[src/design/bpec_pkg.sv]
`timescale 1ns / 1ps
// Shared types, widths and arithmetic helpers for the disc collision core.
// No dependencies; every other design file imports this package.
package bpec_pkg;

	localparam int COORD_W   = 24;   // signed position / velocity
	localparam int RAD_W     = 16;   // unsigned radius (and mass)
	localparam int DIFF_W    = 25;   // difference of two coordinates
	localparam int RSUM_W    = 17;   // radius sum
	localparam int SQ_W      = 49;   // one squared difference
	localparam int DIST2_W   = 50;   // squared centre distance
	localparam int D2_KEEP_W = 34;   // squared distance while overlapping
	localparam int RS2_W     = 34;   // squared radius sum

	localparam int SQRT_IN_W  = 62;  // squared distance scaled by 2^28
	localparam int SQRT_SHIFT = 28;
	localparam int ROOT_W     = 31;
	localparam int ROOT_REM_W = 34;

	localparam int DIV_N_W = 62;     // dividend
	localparam int DIV_D_W = 31;     // divisor
	localparam int DIV_Q_W = 47;     // quotient bits, one per stage

	localparam int NORM_SHIFT  = 30; // dividend shift for the unit normal
	localparam int DEPTH_SHIFT = 14; // extra fraction bits of the distance
	localparam int GAIN_W      = 17;
	localparam logic [GAIN_W-1:0] SEP_GAIN = 17'd65602; // 1.001 in Q1.16
	localparam int OFF_SHIFT   = 17;
	localparam int MOVE_SHIFT  = 30;
	localparam int IMP_SHIFT   = 32;

	localparam int FIFO_DEPTH = 4;
	localparam int FIFO_AW    = 2;
	localparam int FIFO_CW    = 3;

	localparam int RND_W = 68;

	typedef struct packed {
		logic signed [COORD_W-1:0] first_pos_x;
		logic signed [COORD_W-1:0] first_pos_y;
		logic signed [COORD_W-1:0] first_vel_x;
		logic signed [COORD_W-1:0] first_vel_y;
		logic        [RAD_W-1:0]   first_radius;
		logic signed [COORD_W-1:0] second_pos_x;
		logic signed [COORD_W-1:0] second_pos_y;
		logic signed [COORD_W-1:0] second_vel_x;
		logic signed [COORD_W-1:0] second_vel_y;
		logic        [RAD_W-1:0]   second_radius;
	} pair_t;

	typedef struct packed {
		logic signed [COORD_W-1:0] new_first_pos_x;
		logic signed [COORD_W-1:0] new_first_pos_y;
		logic signed [COORD_W-1:0] new_first_vel_x;
		logic signed [COORD_W-1:0] new_first_vel_y;
		logic signed [COORD_W-1:0] new_second_pos_x;
		logic signed [COORD_W-1:0] new_second_pos_y;
		logic signed [COORD_W-1:0] new_second_vel_x;
		logic signed [COORD_W-1:0] new_second_vel_y;
		logic                      overlapping;
		logic                      degenerate;
	} result_t;

	// Classified request handed from the front to the back through the queue
	typedef struct packed {
		pair_t                      disc;
		logic signed [DIFF_W-1:0]   dx;
		logic signed [DIFF_W-1:0]   dy;
		logic        [D2_KEEP_W-1:0] d2;
		logic        [RSUM_W-1:0]   rs;
		logic                       ov;
		logic                       deg;
	} item_t;

	// Divide by 2^sh, round to nearest with ties away from zero
	function automatic logic signed [RND_W-1:0] round_shift(
		input logic signed [RND_W-1:0] v,
		input int unsigned             sh
	);
		logic [RND_W-1:0] mag;
		logic [RND_W-1:0] q;
		mag = v[RND_W-1] ? RND_W'(-v) : RND_W'(v);
		q = (mag + (RND_W'(1) << (sh - 1))) >> sh;
		return v[RND_W-1] ? -$signed(q) : $signed(q);
	endfunction

	localparam logic signed [39:0] SAT_MAX = 40'sd8388607;
	localparam logic signed [39:0] SAT_MIN = -40'sd8388608;

	// Clamp to the 24-bit signed range
	function automatic logic signed [COORD_W-1:0] sat24(input logic signed [39:0] v);
		logic signed [COORD_W-1:0] r;
		if (v > SAT_MAX) begin
			r = SAT_MAX[COORD_W-1:0];
		end else if (v < SAT_MIN) begin
			r = SAT_MIN[COORD_W-1:0];
		end else begin
			r = v[COORD_W-1:0];
		end
		return r;
	endfunction

endpackage

[src/design/bpec_fifo.sv]
`timescale 1ns / 1ps
// Short request queue between the front and back parts.
// Depends on bpec_pkg for the item type.
module bpec_fifo import bpec_pkg::*; (
	input  logic  clk,
	input  logic  arst_n,
	input  logic  push,
	input  item_t wdata,
	input  logic  pop,
	output item_t rdata,
	output logic  full,
	output logic  empty
);

	item_t              mem_q [0:FIFO_DEPTH-1];
	logic [FIFO_AW-1:0] wr_q, rd_q;
	logic [FIFO_CW-1:0] cnt_q;

	assign full  = (cnt_q == FIFO_CW'(FIFO_DEPTH));
	assign empty = (cnt_q == '0);
	assign rdata = mem_q[rd_q];

	// Move pointers and fill count
	always_ff @(posedge clk or negedge arst_n) begin
		if (!arst_n) begin
			wr_q  <= '0;
			rd_q  <= '0;
			cnt_q <= '0;
		end else begin
			if (push) begin
				wr_q <= wr_q + 1'b1;
			end
			if (pop) begin
				rd_q <= rd_q + 1'b1;
			end
			if (push && !pop) begin
				cnt_q <= cnt_q + 1'b1;
			end else if (pop && !push) begin
				cnt_q <= cnt_q - 1'b1;
			end
		end
	end

	// Store requests
	always_ff @(posedge clk) begin
		if (push) begin
			mem_q[wr_q] <= wdata;
		end
	end

endmodule

[config.mk]
export PLATFORM = sky130hd
export DESIGN_NAME = bpec_fifo
export DESIGN_NICKNAME = d
export VERILOG_FILES = /design/src/design/bpec_pkg.sv /design/src/design/bpec_fifo.sv
export SDC_FILE = /design/constraint.sdc
export NUM_CORES = 1
export LEC_CHECK = 0
export BUFFER_PORTS_ARGS = -buffer_cell sky130_fd_sc_hd__buf_4
export CORE_MARGIN = 4
export CORE_UTILIZATION = 45
export CTS_CLUSTER_SIZE = 14
export DETAILED_ROUTE_END_ITERATION = 12
export PLACE_DENSITY = 0.63
export SLEW_MARGIN = 20
export SYNTH_ARGS = -nofsm -noshare
export SYNTH_HDL_FRONTEND = slang
export SYNTH_SLANG_ARGS = --single-unit
[constraint.sdc]
create_clock -name clk -period 17.7 [get_ports clk]
set_input_delay 1.77 -clock clk [delete_from_list [all_inputs] [get_ports clk]]
set_output_delay 1.77 -clock clk [all_outputs]
set_load 0.02 [all_outputs]
Yosys cells after proc, flatten, opt, wreduce, memory -nomap -nowiden

Memory sizes are Yosys's and may differ from the RTL's.
Index checks and enable logic that the tools add are counted.

Bits in registers: 7
Bits in writable memories: 1308
Input bits: 331
Output and inout bits: 329
Logic and storage cells: 19
Memories kept: 1

Add/subtract/negate cells: 4
Eq/ne operators: 1
Multiplexer cells: 4
Reduce and logical (&&, ||, !) cells: 6

Memories:

| memory | words | width | read ports | clocked after Yosys merged registers in | wr ports | RTL line        | RTL |
|---|---|---|---|---|---|---|---|
| mem_q  | 4     | 327   | 1          | 0                                       | 1        | bpec_fifo.sv:15 | `item_t mem_q [0:FIFO_DEPTH-1];` |

Operators with widths:

| kind                                              | number |
|---|---|
| two-way mux 3 bit                                 | 2 |
| adder 2 x 1 -> 2 bit (second input constant)      | 2 |
| adder 3 x 1 -> 3 bit (second input constant)      | 1 |
| equality test 3 bit (second input constant)       | 1 |
| zero test 3 bit                                   | 1 |
| subtractor 3 x 1 -> 3 bit (second input constant) | 1 |
| logical AND 1 bit                                 | 2 |
| zero test 1 bit                                   | 2 |
| two-way mux 1 bit                                 | 2 |
| nonzero test 2 bit                                | 1 |

Longest topological paths before layout

Word-level depth: 4
Gate-level depth with buffers: 7
Gate-level depth less buffers: 7

Worst setup path after synthesis

No wires, ideal clock.

Path kind: input to register
Start point: input port push
End point: memory mem_q[1][0] (netlist bit), enable pin
Setup time: 0.729 ns
Arrival: 9.138 ns
Required time: 16.971 ns
Slack: 7.832 ns
Cell stages on the path: 1
Path buffers: 0
Cell sequence: and2_1

Cells in the longest elaborated chain, start to end: 2

RTL lines:

| what                                    | RTL line        | RTL |
|---|---|---|
| from (decl)                             | bpec_fifo.sv:7  | `input logic push,` |
| two-way mux 1 bit                       | bpec_fifo.sv:46 | `if (push) begin` |
| two-way mux 1 bit (not written as such) | bpec_fifo.sv:47 | `mem_q[wr_q] <= wdata;` |
| to (decl)                               | bpec_fifo.sv:15 |  |

Every way passes these cells.

==> run metrics <==
I/O Pins=660; top cell family by delay on the critical path=buffers and inverters; post-synth top area share=0.820; pre-CTS setup slack=11.46 ns; Core Region=106000 um2; Seq/Total Area, Yosys=0.823; # DRC=0; hold path start=cnt_q[2]; Setup violations, final=0; Hold Crit Class=flop to flop; die area=112000 um2; slew margin rel.=0.0944; Final Instance Area=58300 um2; CP arrival=4.47 ns; routed len/inst=25.1 um; postcts setup bufs=0; H-tree Lvls=4; startpoint types=flop; GP Congestion=0.769; Largest stage delay, worst path=0.84 ns; synthesized area=47900 um2; Worst Path Required=15.93 ns; max-cap viol count=0; die height=334 um; Synth-to-Final Area Change=21.7%; Setup CP Type=flop to output port; critical-path cell list=buf_4 -> buf_4 -> buf_4 -> mux4_2 -> buf_4; crit path from=rd_q[0]; CTS Root Cell=clkbuf_16; CP max-delay cell=buf_4; filler cell count=7748; CTS tree=yes; clk sinks=1315; DR pass1 iterations=5; post_cts resized=0; vias per cell=5.31; I/O Buffers=659; Cell Area, Placed=54000 um2; grt ovf=0; Total GRT Usage=0.179; number of vias in the routed layout=21200; crit share post-route=0.353; pwr/cell area=177 nW/um2; initial antenna violation count=22; ANT nets after route=0; layout cells sized above 1=0.461; final hold vios=0; # hold bufs at CTS=0; Synth cell types=20; first-pass GRT wire length=149000 um; WP buf/inv=4; hpwl dp=62100 um; leading area contributor after synthesis=edfxtp_1; Die X=334 um; Site Rows=119; static leakage power=19.7 nW; Slew Limit Fails=0; crit path time final=6.24 ns; setup TNS=0 ns; Final Worst Setup Slack=11.46 ns; cells after synthesis=1742; Max FO, Critical Path=47; clock skew=0.0193 ns; CTS buffer count=135; synth top area cells=edfxtp_1 (82%), mux4_2 (15%), buf_12 (1.4%), dfrtp_1 (0.37%), buf_2 (0.34%); vias in the first global route=22900; highest attainable clock frequency=160 MHz; WL final=100000 um; clk_lat worst skew=0.73 ns; Mapped Nets=2079; Iter 0 DRT Violations=1446; Worst R2R Start=wr_q[0]; crit end category=output port; status=complete, no violations; fin util=0.552; Bufs on Longest Clock Path=3; most used cell, CP=buf_4; Yosys reg bits=1315; Mean Syn Cell Area=27.5 um2; Worst-path clk slew=0.06 ns; Worst VDD drop=0.110 mV; Final Net Count=2828; Ys Warns=0; unrepaired setup endpoints after global routing=false; slew of the pin with the lowest slew margin=1.36 ns; initial core utilization=0.454; largest net degree at the start of global routing=155
## routing by layer
| metal | global-route usage | vias up | part of all wire | routed length (um) |
|---|---|---|---|---|
| met5 | 0 | - | 0.0012 | 122 |
| met4 | 0.0610 | 18 | 0.029 | 2890 |
| met3 | 0.0771 | 180 | 0.10 | 10200 |
| met2 | 0.289 | 727 | 0.50 | 50200 |
| met1 | 0.219 | 11200 | 0.37 | 36900 |
| li1 | - | 9119 | - | - |
## placed cells by master (no fill, tap or decap), drive strengths merged, types with 2 or more instances in the layout
master / instances
nand2: 2
dfrtp: 7
buf: 685
clkinvlp: 4
clkbuf: 171
xnor2: 2
bufinv: 8
inv: 10
and2: 4
edfxtp: 1308
clkinv: 51
diode: 12
mux4: 327
xor2: 4
ha: 5
## sequential cells by signal (all words and copies together) (netlist names)
signal	count
mem_q	1308
rd_q	2
wr_q	2
cnt_q	3
## power by group
group,internal [mW],switching (mW)
registers,4.08,0.159
clock network,1.56,1.14
logic,1.47,1.94
total,7.11,3.23
## final timing paths
path / end / slack (ns) / cells after the start
setup / recovery: rdata[181] / 11.46 / 5
hold / removal: cnt_q[2] / 0.50 / 1
setup reg to reg: mem_q[3][158] / 13.50 / 5
hold reg to reg: cnt_q[2] / 0.50 / 1
max in group asynchronous: rd_q[0] / 16.70 / 1
min in group asynchronous: cnt_q[2] / 0.85 / 1
## stage by stage
step / hold WS (ns) / instances / total power, mW
finish: 0.503 / 3997 / 10.3
global route: 0.518 / 3988 / 10.8
CTS: 0.507 / 3983 / 10.5
detailed placement: 0.487 / 3743 / 7.79
global placement: 0.475 / 3743 / 7.75
floorplan: 0.456 / 1742 / 6.70
## layout make-up
type,count,area [um2],share of cell area
inverters,4,15.0,0.000257
repair buffers,685,5250,0.0900
clock buffers,171,3580,0.0613
flip-flops and latches,1315,39500,0.677
well taps,1391,1740,0.0298
diodes,12,30.0,0.000515
multi-input cells,350,7570,0.130
clock inverters,69,677,0.0116
## synthesized netlist by cell type, drive strengths merged
cell / count
inv: 4
nor3: 1
o21ai: 1
xnor2: 2
mux4: 327
xor2: 4
mux2: 1
nor2: 1
buf: 70
and2: 4
ha: 5
nand2: 2
nor3b: 1
clkbuf: 3
dfrtp: 7
edfxtp: 1308
fa: 1
## cells by family after synthesis
kind of cell             count (synthesis)  share of synthesized area
AO/OA/AOI/OAI                            1                   0.000104
XOR/XNOR                                 6                    0.00110
adder cells (fa/ha/maj)                  6                    0.00172
buffers and inverters                   77                     0.0186
flip-flops                            1315                      0.823
multiplexers                           328                      0.154
AND/OR/NAND/NOR                          9                    0.00102
Note: power is estimated with default switching activity, not from simulation.
