File: src/design/bpec_pkg.sv
`timescale 1ns / 1ps
// Shared types, widths and arithmetic helpers for the disc collision core.
// No dependencies; every other design file imports this package.
package bpec_pkg;

	localparam int COORD_W   = 24;   // signed position / velocity
	localparam int RAD_W     = 16;   // unsigned radius (and mass)
	localparam int DIFF_W    = 25;   // difference of two coordinates
	localparam int RSUM_W    = 17;   // radius sum
	localparam int SQ_W      = 49;   // one squared difference
	localparam int DIST2_W   = 50;   // squared centre distance
	localparam int D2_KEEP_W = 34;   // squared distance while overlapping
	localparam int RS2_W     = 34;   // squared radius sum

	localparam int SQRT_IN_W  = 62;  // squared distance scaled by 2^28
	localparam int SQRT_SHIFT = 28;
	localparam int ROOT_W     = 31;
	localparam int ROOT_REM_W = 34;

	localparam int DIV_N_W = 62;     // dividend
	localparam int DIV_D_W = 31;     // divisor
	localparam int DIV_Q_W = 47;     // quotient bits, one per stage

	localparam int NORM_SHIFT  = 30; // dividend shift for the unit normal
	localparam int DEPTH_SHIFT = 14; // extra fraction bits of the distance
	localparam int GAIN_W      = 17;
	localparam logic [GAIN_W-1:0] SEP_GAIN = 17'd65602; // 1.001 in Q1.16
	localparam int OFF_SHIFT   = 17;
	localparam int MOVE_SHIFT  = 30;
	localparam int IMP_SHIFT   = 32;

	localparam int FIFO_DEPTH = 4;
	localparam int FIFO_AW    = 2;
	localparam int FIFO_CW    = 3;

	localparam int RND_W = 68;

	typedef struct packed {
		logic signed [COORD_W-1:0] first_pos_x;
		logic signed [COORD_W-1:0] first_pos_y;
		logic signed [COORD_W-1:0] first_vel_x;
		logic signed [COORD_W-1:0] first_vel_y;
		logic        [RAD_W-1:0]   first_radius;
		logic signed [COORD_W-1:0] second_pos_x;
		logic signed [COORD_W-1:0] second_pos_y;
		logic signed [COORD_W-1:0] second_vel_x;
		logic signed [COORD_W-1:0] second_vel_y;
		logic        [RAD_W-1:0]   second_radius;
	} pair_t;

	typedef struct packed {
		logic signed [COORD_W-1:0] new_first_pos_x;
		logic signed [COORD_W-1:0] new_first_pos_y;
		logic signed [COORD_W-1:0] new_first_vel_x;
		logic signed [COORD_W-1:0] new_first_vel_y;
		logic signed [COORD_W-1:0] new_second_pos_x;
		logic signed [COORD_W-1:0] new_second_pos_y;
		logic signed [COORD_W-1:0] new_second_vel_x;
		logic signed [COORD_W-1:0] new_second_vel_y;
		logic                      overlapping;
		logic                      degenerate;
	} result_t;

	// Classified request handed from the front to the back through the queue
	typedef struct packed {
		pair_t                      disc;
		logic signed [DIFF_W-1:0]   dx;
		logic signed [DIFF_W-1:0]   dy;
		logic        [D2_KEEP_W-1:0] d2;
		logic        [RSUM_W-1:0]   rs;
		logic                       ov;
		logic                       deg;
	} item_t;

	// Divide by 2^sh, round to nearest with ties away from zero
	function automatic logic signed [RND_W-1:0] round_shift(
		input logic signed [RND_W-1:0] v,
		input int unsigned             sh
	);
		logic [RND_W-1:0] mag;
		logic [RND_W-1:0] q;
		mag = v[RND_W-1] ? RND_W'(-v) : RND_W'(v);
		q = (mag + (RND_W'(1) << (sh - 1))) >> sh;
		return v[RND_W-1] ? -$signed(q) : $signed(q);
	endfunction

	localparam logic signed [39:0] SAT_MAX = 40'sd8388607;
	localparam logic signed [39:0] SAT_MIN = -40'sd8388608;

	// Clamp to the 24-bit signed range
	function automatic logic signed [COORD_W-1:0] sat24(input logic signed [39:0] v);
		logic signed [COORD_W-1:0] r;
		if (v > SAT_MAX) begin
			r = SAT_MAX[COORD_W-1:0];
		end else if (v < SAT_MIN) begin
			r = SAT_MIN[COORD_W-1:0];
		end else begin
			r = v[COORD_W-1:0];
		end
		return r;
	endfunction

endpackage

File: src/design/bpec_if.sv
`timescale 1ns / 1ps
// Valid/ready channels for disc pairs and collision results.
// Depends on bpec_pkg for the payload types.
interface bpec_pair_if;
	import bpec_pkg::*;
	logic  valid;
	logic  ready;
	pair_t data;
	modport source(output valid, output data, input ready);
	modport sink(input valid, input data, output ready);
endinterface


File: src/design/bpec_front.sv
`timescale 1ns / 1ps
// Front end: accepts disc pairs, computes squared distance and classifies them.
// Depends on bpec_pkg and bpec_if; feeds bpec_fifo.
module bpec_front import bpec_pkg::*; (
	input  logic          clk,
	input  logic          arst_n,
	bpec_pair_if.sink     pair,
	output logic          push,
	output item_t         item,
	input  logic          full
);

	logic                    v_s1, v_s2, v_s3;
	item_t                   it_s1, it_s2, it_s3;
	item_t                   it_n1, it_n3;
	logic [SQ_W-1:0]         sqx_s2, sqy_s2;
	logic [RS2_W-1:0]        rs2_s2;
	logic                    en;

	logic signed [2*DIFF_W-1:0] sqx, sqy;
	logic [DIST2_W-1:0]         d2;

	// Hold the stages while the queue refuses the last one
	assign en         = !v_s3 || !full;
	assign pair.ready = en;
	assign push       = v_s3 && !full;
	assign item       = it_s3;

	assign sqx = (2*DIFF_W)'(it_s1.dx) * (2*DIFF_W)'(it_s1.dx);
	assign sqy = (2*DIFF_W)'(it_s1.dy) * (2*DIFF_W)'(it_s1.dy);
	assign d2  = DIST2_W'(sqx_s2) + DIST2_W'(sqy_s2);

	// Take differences on entry, classify against the radius sum at the end
	always_comb begin
		it_n1      = '0;
		it_n1.disc = pair.data;
		it_n1.dx   = DIFF_W'(pair.data.second_pos_x) - DIFF_W'(pair.data.first_pos_x);
		it_n1.dy   = DIFF_W'(pair.data.second_pos_y) - DIFF_W'(pair.data.first_pos_y);
		it_n1.rs   = RSUM_W'(pair.data.first_radius) + RSUM_W'(pair.data.second_radius);

		it_n3     = it_s2;
		it_n3.d2  = d2[D2_KEEP_W-1:0];
		it_n3.deg = (d2 == '0) || (it_s2.rs == '0);
		it_n3.ov  = (d2 != '0) && (it_s2.rs != '0) && (d2 < DIST2_W'(rs2_s2));
	end

	// Advance valid bits
	always_ff @(posedge clk or negedge arst_n) begin
		if (!arst_n) begin
			v_s1 <= 1'b0;
			v_s2 <= 1'b0;
			v_s3 <= 1'b0;
		end else if (en) begin
			v_s1 <= pair.valid;
			v_s2 <= v_s1;
			v_s3 <= v_s2;
		end
	end

	// Advance payload: differences, then squares, then classification
	always_ff @(posedge clk) begin
		if (en) begin
			it_s1  <= it_n1;
			it_s2  <= it_s1;
			sqx_s2 <= SQ_W'(sqx);
			sqy_s2 <= SQ_W'(sqy);
			rs2_s2 <= RS2_W'(it_s1.rs) * RS2_W'(it_s1.rs);
			it_s3  <= it_n3;
		end
	end

endmodule

File: src/flat_wrapper.sv
// flat-port wrapper written by rule: the top's interface ports become plain ports
module bpec_front_flat import bpec_pkg::*;
  (clk, arst_n, push, item, full, pair_valid, pair_data, pair_ready);
  bpec_pair_if pair_i ();
  input  logic clk;
  input  logic arst_n;
  output logic push;
  output item_t item;
  input  logic full;
  input wire logic [$bits(pair_i.valid)-1:0] pair_valid;
  input wire logic [$bits(pair_i.data)-1:0] pair_data;
  output wire logic [$bits(pair_i.ready)-1:0] pair_ready;
  assign pair_i.valid = pair_valid;
  assign pair_i.data = pair_data;
  assign pair_ready = pair_i.ready;
  bpec_front u_core (.clk(clk), .arst_n(arst_n), .pair(pair_i), .push(push), .item(item), .full(full));
endmodule
File: config.mk
export PLATFORM = sky130hd
export DESIGN_NAME = bpec_front_flat
export DESIGN_NICKNAME = d
export VERILOG_FILES = /design/src/design/bpec_pkg.sv /design/src/design/bpec_if.sv /design/src/design/bpec_front.sv /design/src/flat_wrapper.sv
export SDC_FILE = /design/constraint.sdc
export NUM_CORES = 2
export LEC_CHECK = 0
export BUFFER_PORTS_ARGS = -buffer_cell sky130_fd_sc_hd__buf_2
export CELL_PAD_IN_SITES_DETAIL_PLACEMENT = 1
export CELL_PAD_IN_SITES_GLOBAL_PLACEMENT = 1
export CORE_MARGIN = 10
export CORE_UTILIZATION = 40
export DETAILED_ROUTE_END_ITERATION = 6
export HOLD_SLACK_MARGIN = 0.05
export PLACE_DENSITY = 0.71
export SYNTH_ARGS = -nofsm -noshare
export SYNTH_HDL_FRONTEND = slang
export SYNTH_SLANG_ARGS = --single-unit
File: constraint.sdc
create_clock -name clk -period 28.2 [get_ports clk]
set_clock_uncertainty 0.05 [all_clocks]
set_input_delay 1.41 -clock clk [delete_from_list [all_inputs] [get_ports clk]]
set_output_delay 1.41 -clock clk [all_outputs]
set_load 0.02 [all_outputs]
Word-level counts from Yosys, hierarchy flattened
Cells that the tools add are included.
{"block": "totals", "ff_bits": 1044, "word_cells": 67, "output_inout_bits": 329, "inputBits": 228}
{"block": "classes", "addsub": 4, "mul": 3, "n_reduce_logical": 11, "order_cmp": 1}
{"op": "$mul 25x25->49", "n": 2}
{"op": "$add 49x49->50", "n": 1}
{"op": "$logic_not 50->1", "n": 1}
{"op": "$lt 50x34->1", "n": 1}
{"op": "$reduce_bool 50->1", "n": 1}
{"op": "$sub 24x24->25", "n": 2}
{"op": "$mul 17x17->34", "n": 1}
{"op": "$add 16x16->17", "n": 1}
{"op": "$logic_not 17->1", "n": 1}
{"op": "$reduce_bool 17->1", "n": 1}
{"op": "$logic_and 1x1->1", "n": 3}
{"op": "$logic_not 1->1", "n": 2}
{"op": "$logic_or 1x1->1", "n": 2}

Depth between registers and ports, before layout
{"block": "depth", "depth_word": 4, "mapped_depth": 31, "depth_no_buf": 30}

Worst setup path after synthesis
No wires, ideal clock.
{"block": "synth_timing", "path_type": "input -> register", "startpoint": "input port full", "endpoint": "register u_core.v_s1", "cell_stages": 2, "path_slack_ps": 1844, "setup_time_ps": 178, "n_path_buf": 0, "arrival_time_ps": 26129, "required_ps": 27972, "path_cell_list": "nand2_1 > mux2_2"}
{"block": "synth_between", "elab_chain_cells": 2}
{"item": "from (decl)", "line_no": "flat_wrapper.sv:9", "text": "input logic full;"}
{"item": "$logic_not 1->1", "line_no": "bpec_front.sv:24", "text": "assign en = !v_s3 || !full;"}
{"item": "$logic_or 1x1->1", "line_no": "bpec_front.sv:24"}
{"item": "to (signal assigned)", "line_no": "bpec_front.sv:54", "text": "v_s1 <= pair.valid;"}
{"item": "to (decl)", "line_no": "bpec_front.sv:13", "text": "logic v_s1, v_s2, v_s3;"}
No other way between the ends.
A chain may end at the register's enable or synchronous reset.

Final worst setup path
{"block": "layout_timing", "startpoint": "register u_core.it_s1[81] in the netlist's numbering", "endpoint": "register u_core.sqx_s2[43] (data pin)"}
{"block": "layout_between", "elab_chain_cells": 1}
{"item": "from (decl)", "line_no": "bpec_front.sv:14", "text": "item_t it_s1, it_s2, it_s3;"}
{"item": "from (signal assigned)", "line_no": "bpec_front.sv:63", "text": "it_s1 <= it_n1;"}
{"item": "$mul 25x25->49", "line_no": "bpec_front.sv:29", "text": "assign sqx = (2*DIFF_W)'(it_s1.dx) * (2*DIFF_W)'(it_s1.dx);"}
{"item": "via u_core.sqx[43]", "line_no": "bpec_front.sv:20", "text": "logic signed [2*DIFF_W-1:0] sqx, sqy;"}
{"item": "to (signal assigned)", "line_no": "bpec_front.sv:65", "text": "sqx_s2 <= SQ_W'(sqx);"}
{"item": "to (decl)", "line_no": "bpec_front.sv:16", "text": "logic [SQ_W-1:0] sqx_s2, sqy_s2;"}
The timed path passes the listed nets, and every way through them passes these cells.

==> results.yml <==
status:
  status: "finished, final reports clean"
logic_synthesis:
  synth_nets: 9207
  avgSynthCellArea_sq_um: 12.1
  muxShareOfSynthArea_pct: 0.0864
  synth_top_area_cell: "edfxtp_1"
  ys_top_cells_by_area: "edfxtp_1 (36%), fa_1 (33%), ha_1 (8.1%)"
  synth_area_sq_mm: 0.0855
  synthCells: 7038
  synthSimpleGateAreaFrac_pct: 7.43
  synth_top_family_by_area: "adder cells"
  ys_async_sr_fraction_pct: 0.289
  synth_adder_area_share_pct: 40.6
  synth.distinct_cells: 73
  synth_top_cell_area_share_pct: 36.4
  synth-xor-area-share_pct: 2.57
  ys_ff_latch: 1038
  ys_warn_count: 0
  synth_compound_area_share_pct: 4.25
  synth_commonest_cells: "inv_1 (1804), fa_1 (1391), edfxtp_1 (1035)"
  seq_area_frac_synth_pct: 36.5
  synth-main-ff-cell: "edfxtp_1"
  synth-edff-count: 1035
  synth.most_common_cell: "inv_1"
worst_setup_path:
  worst-path-max-fanout: 26
  path_class: "flip-flop to flip-flop"
  crit_slowest_cell: "a211oi_1"
  crit_top_cell: "fa_1"
  startpoint_type: "flip-flop"
  slowest_delay_ns: 0.67
  cp_data_required_time_ns: 28.67
  endpoint_kind: "flip-flop"
  cp_data_arrival_time_ns: 9.44
clock_tree:
  numCtsBuffers: 114
  post-cts-setup-buffer-count: 0
  tritoncts: "yes"
  cts_hold_buffers: 0
  cts.path.max_buffers: 3
  cts_root_buffer: "clkbuf_16"
  clk_pin_slew_ns: 0.06
  clkLatencyLatePin_ns: 0.82
  cts_resized: 0
  h-tree-depth: 3
  cts.sinks: 1038
floorplanning:
  num_rows: 169
  fp.dieH_um: 482
  num_io_pins: 557
  dieArea_sq_mm: 0.233
  coreArea_sq_mm: 0.212
  initial_core_util_pct: 40.3
  die_w_um: 482
timing:
  rsz0062_at_grt: "false"
  maxSlewHeadroom_pct: 26.8
  min_period_ns: 8.97
  max_freq_ghz: 0.111
  worst_slew_pin_slew_ns: 1.10
  setup-tns-final_ns: 0
  slew_viol_final: 0
  setup_viol: 0
  hold_violations: 0
  timing.final.crit_share_pct: 31.8
placed_design:
  gp_congestion: 0.848
  portBuffers: 556
  dp.cells: 10300
  dp_hpwl_mm: 169
cells_and_area:
  fin_cells: 10600
  fillCellCount: 22600
  drive_gt1_share_pct: 10.8
  areaGrowthSynthToFinish_pct: 12.0
  fin_nets: 9808
route:
  antenna_left: 0
  drtPass1Iterations: 5
  drcViolationCount: 0
  wl_per_cell_um: 20.0
  vias_per_cell: 4.86
  wirelength_mm: 211
  via_count: 51300
  drt_iter0_markers: 2366
flow_run:
  cap_violations: 0
grt:
  grt_pass1_vias: 60800
  grt_first_pass_wirelength_mm: 338
  track_usage_pct: 18.5
  gr-total-overflow: 0
  grt_max_degree: 198
  grt_antenna_before_repair: 6
min_path:
  hold_path.class: "flip-flop to flip-flop"
-- cell families after synthesis --
group,Yosys count
AND/OR/NAND/NOR,1291
flip-flops,1038
XOR/XNOR,251
adder cells (fa/ha/maj),1941
AO/OA/AOI/OAI,561
multiplexers,7
buffers and inverters,1949
-- flip-flops by register name, summed over array words and instances, names as in the netlist --
| name | cells |
|---|---|
| u_core.v_s1 | 1 |
| u_core.v_s2 | 1 |
| u_core.sqy_s2 | 48 |
| u_core.it_s1 | 291 |
| u_core.it_n3 | 288 |
| u_core.v_s3 | 1 |
| u_core.item | 327 |
| u_core.rs2_s2 | 33 |
| u_core.sqx_s2 | 48 |
-- worst paths after layout --
| path | slack, ns | endpoint | from | cells after the start |
|---|---|---|---|---|
| worst max-delay path | 19.23 | u_core.sqx_s2[43]$_DFFE_PP_ | u_core.it_s1[81]$_DFFE_PP_ | 28 |
| worst min-delay path | 0.30 | u_core.it_n3[220]$_DFFE_PP_ | u_core.it_s1[220]$_DFFE_PP_ | 0 |
| worst max register to register | 19.23 | u_core.sqx_s2[43]$_DFFE_PP_ | u_core.it_s1[81]$_DFFE_PP_ | 28 |
| worst min register to register | 0.30 | u_core.it_n3[220]$_DFFE_PP_ | u_core.it_s1[220]$_DFFE_PP_ | 0 |
| max in group asynchronous | 27.60 | u_core.v_s3$_DFFE_PN0P_ | arst_n | 1 |
| min in group asynchronous | 0.39 | u_core.v_s1$_DFFE_PN0P_ | arst_n | 1 |
-- through the flow --
step | hold WS, ns | utilization, % | setup slack [ns] | area (sq um)
5_1_grt | 0.314 | 45.1 | 18.91 | 95700
6_report | 0.296 | 45.1 | 19.23 | 95700
2_1_floorplan | 0.350 | - | 1.84 | 85500
3_3_place_gp | 0.350 | 43.2 | 19.59 | 91800
3_5_place_dp | 0.355 | 43.2 | 19.37 | 91800
4_1_cts | 0.290 | 45.1 | 19.29 | 95700
-- metal layers --
layer	global-route usage [%]	wire length [um]	part of all wire [%]
met2	34.3	113000	53
met5	0	13	0.0061
met1	21.7	82600	39
met3	2.67	8570	4.1
met4	6.41	7400	3.5
-- final cells by class --
| class | count | area, sq um | share of cell area, % |
|---|---|---|---|
| antenna | 6 | 15.0 | 0.0157 |
| sequential | 1038 | 31200 | 32.5 |
| inverter | 1804 | 6770 | 7.07 |
| tap | 2821 | 3530 | 3.69 |
| clock buffer | 130 | 2910 | 3.04 |
| multi-input combinational | 4051 | 47000 | 49.1 |
| timing repair buffer | 630 | 3350 | 3.50 |
| clock inverter | 80 | 1020 | 1.06 |
-- critical path: cells and delay by family, from the launching register on --
| family | cells | cell delay (ns) |
|---|---|---|
| xor gates and xnor gates | 1 | 0.13 |
| AOI/OAI and AO/OA | 8 | 2.83 |
| DFF | 1 | 0.33 |
| adders and majority gates | 8 | 3.88 |
| buffers and inverters | 7 | 0.70 |
| and+or+nand+nor | 4 | 0.78 |
-- cells in the final DEF (no fill, tap or decap), drive strengths merged, types with 73 or more instances in the layout --
cell type and count:
o21ai 108, xor2 82, nand2 492, fa 1391
clkbuf 130, xnor2 169, inv 1818, ha 550
nor2 179, a21oi 171, nor2b 73, a21o 93
and2 308, buf 630, edfxtp 1035
Power is left out: the tool's default activity adds up to more than one toggle a clock period on the data nets, which glitch-free logic cannot reach.
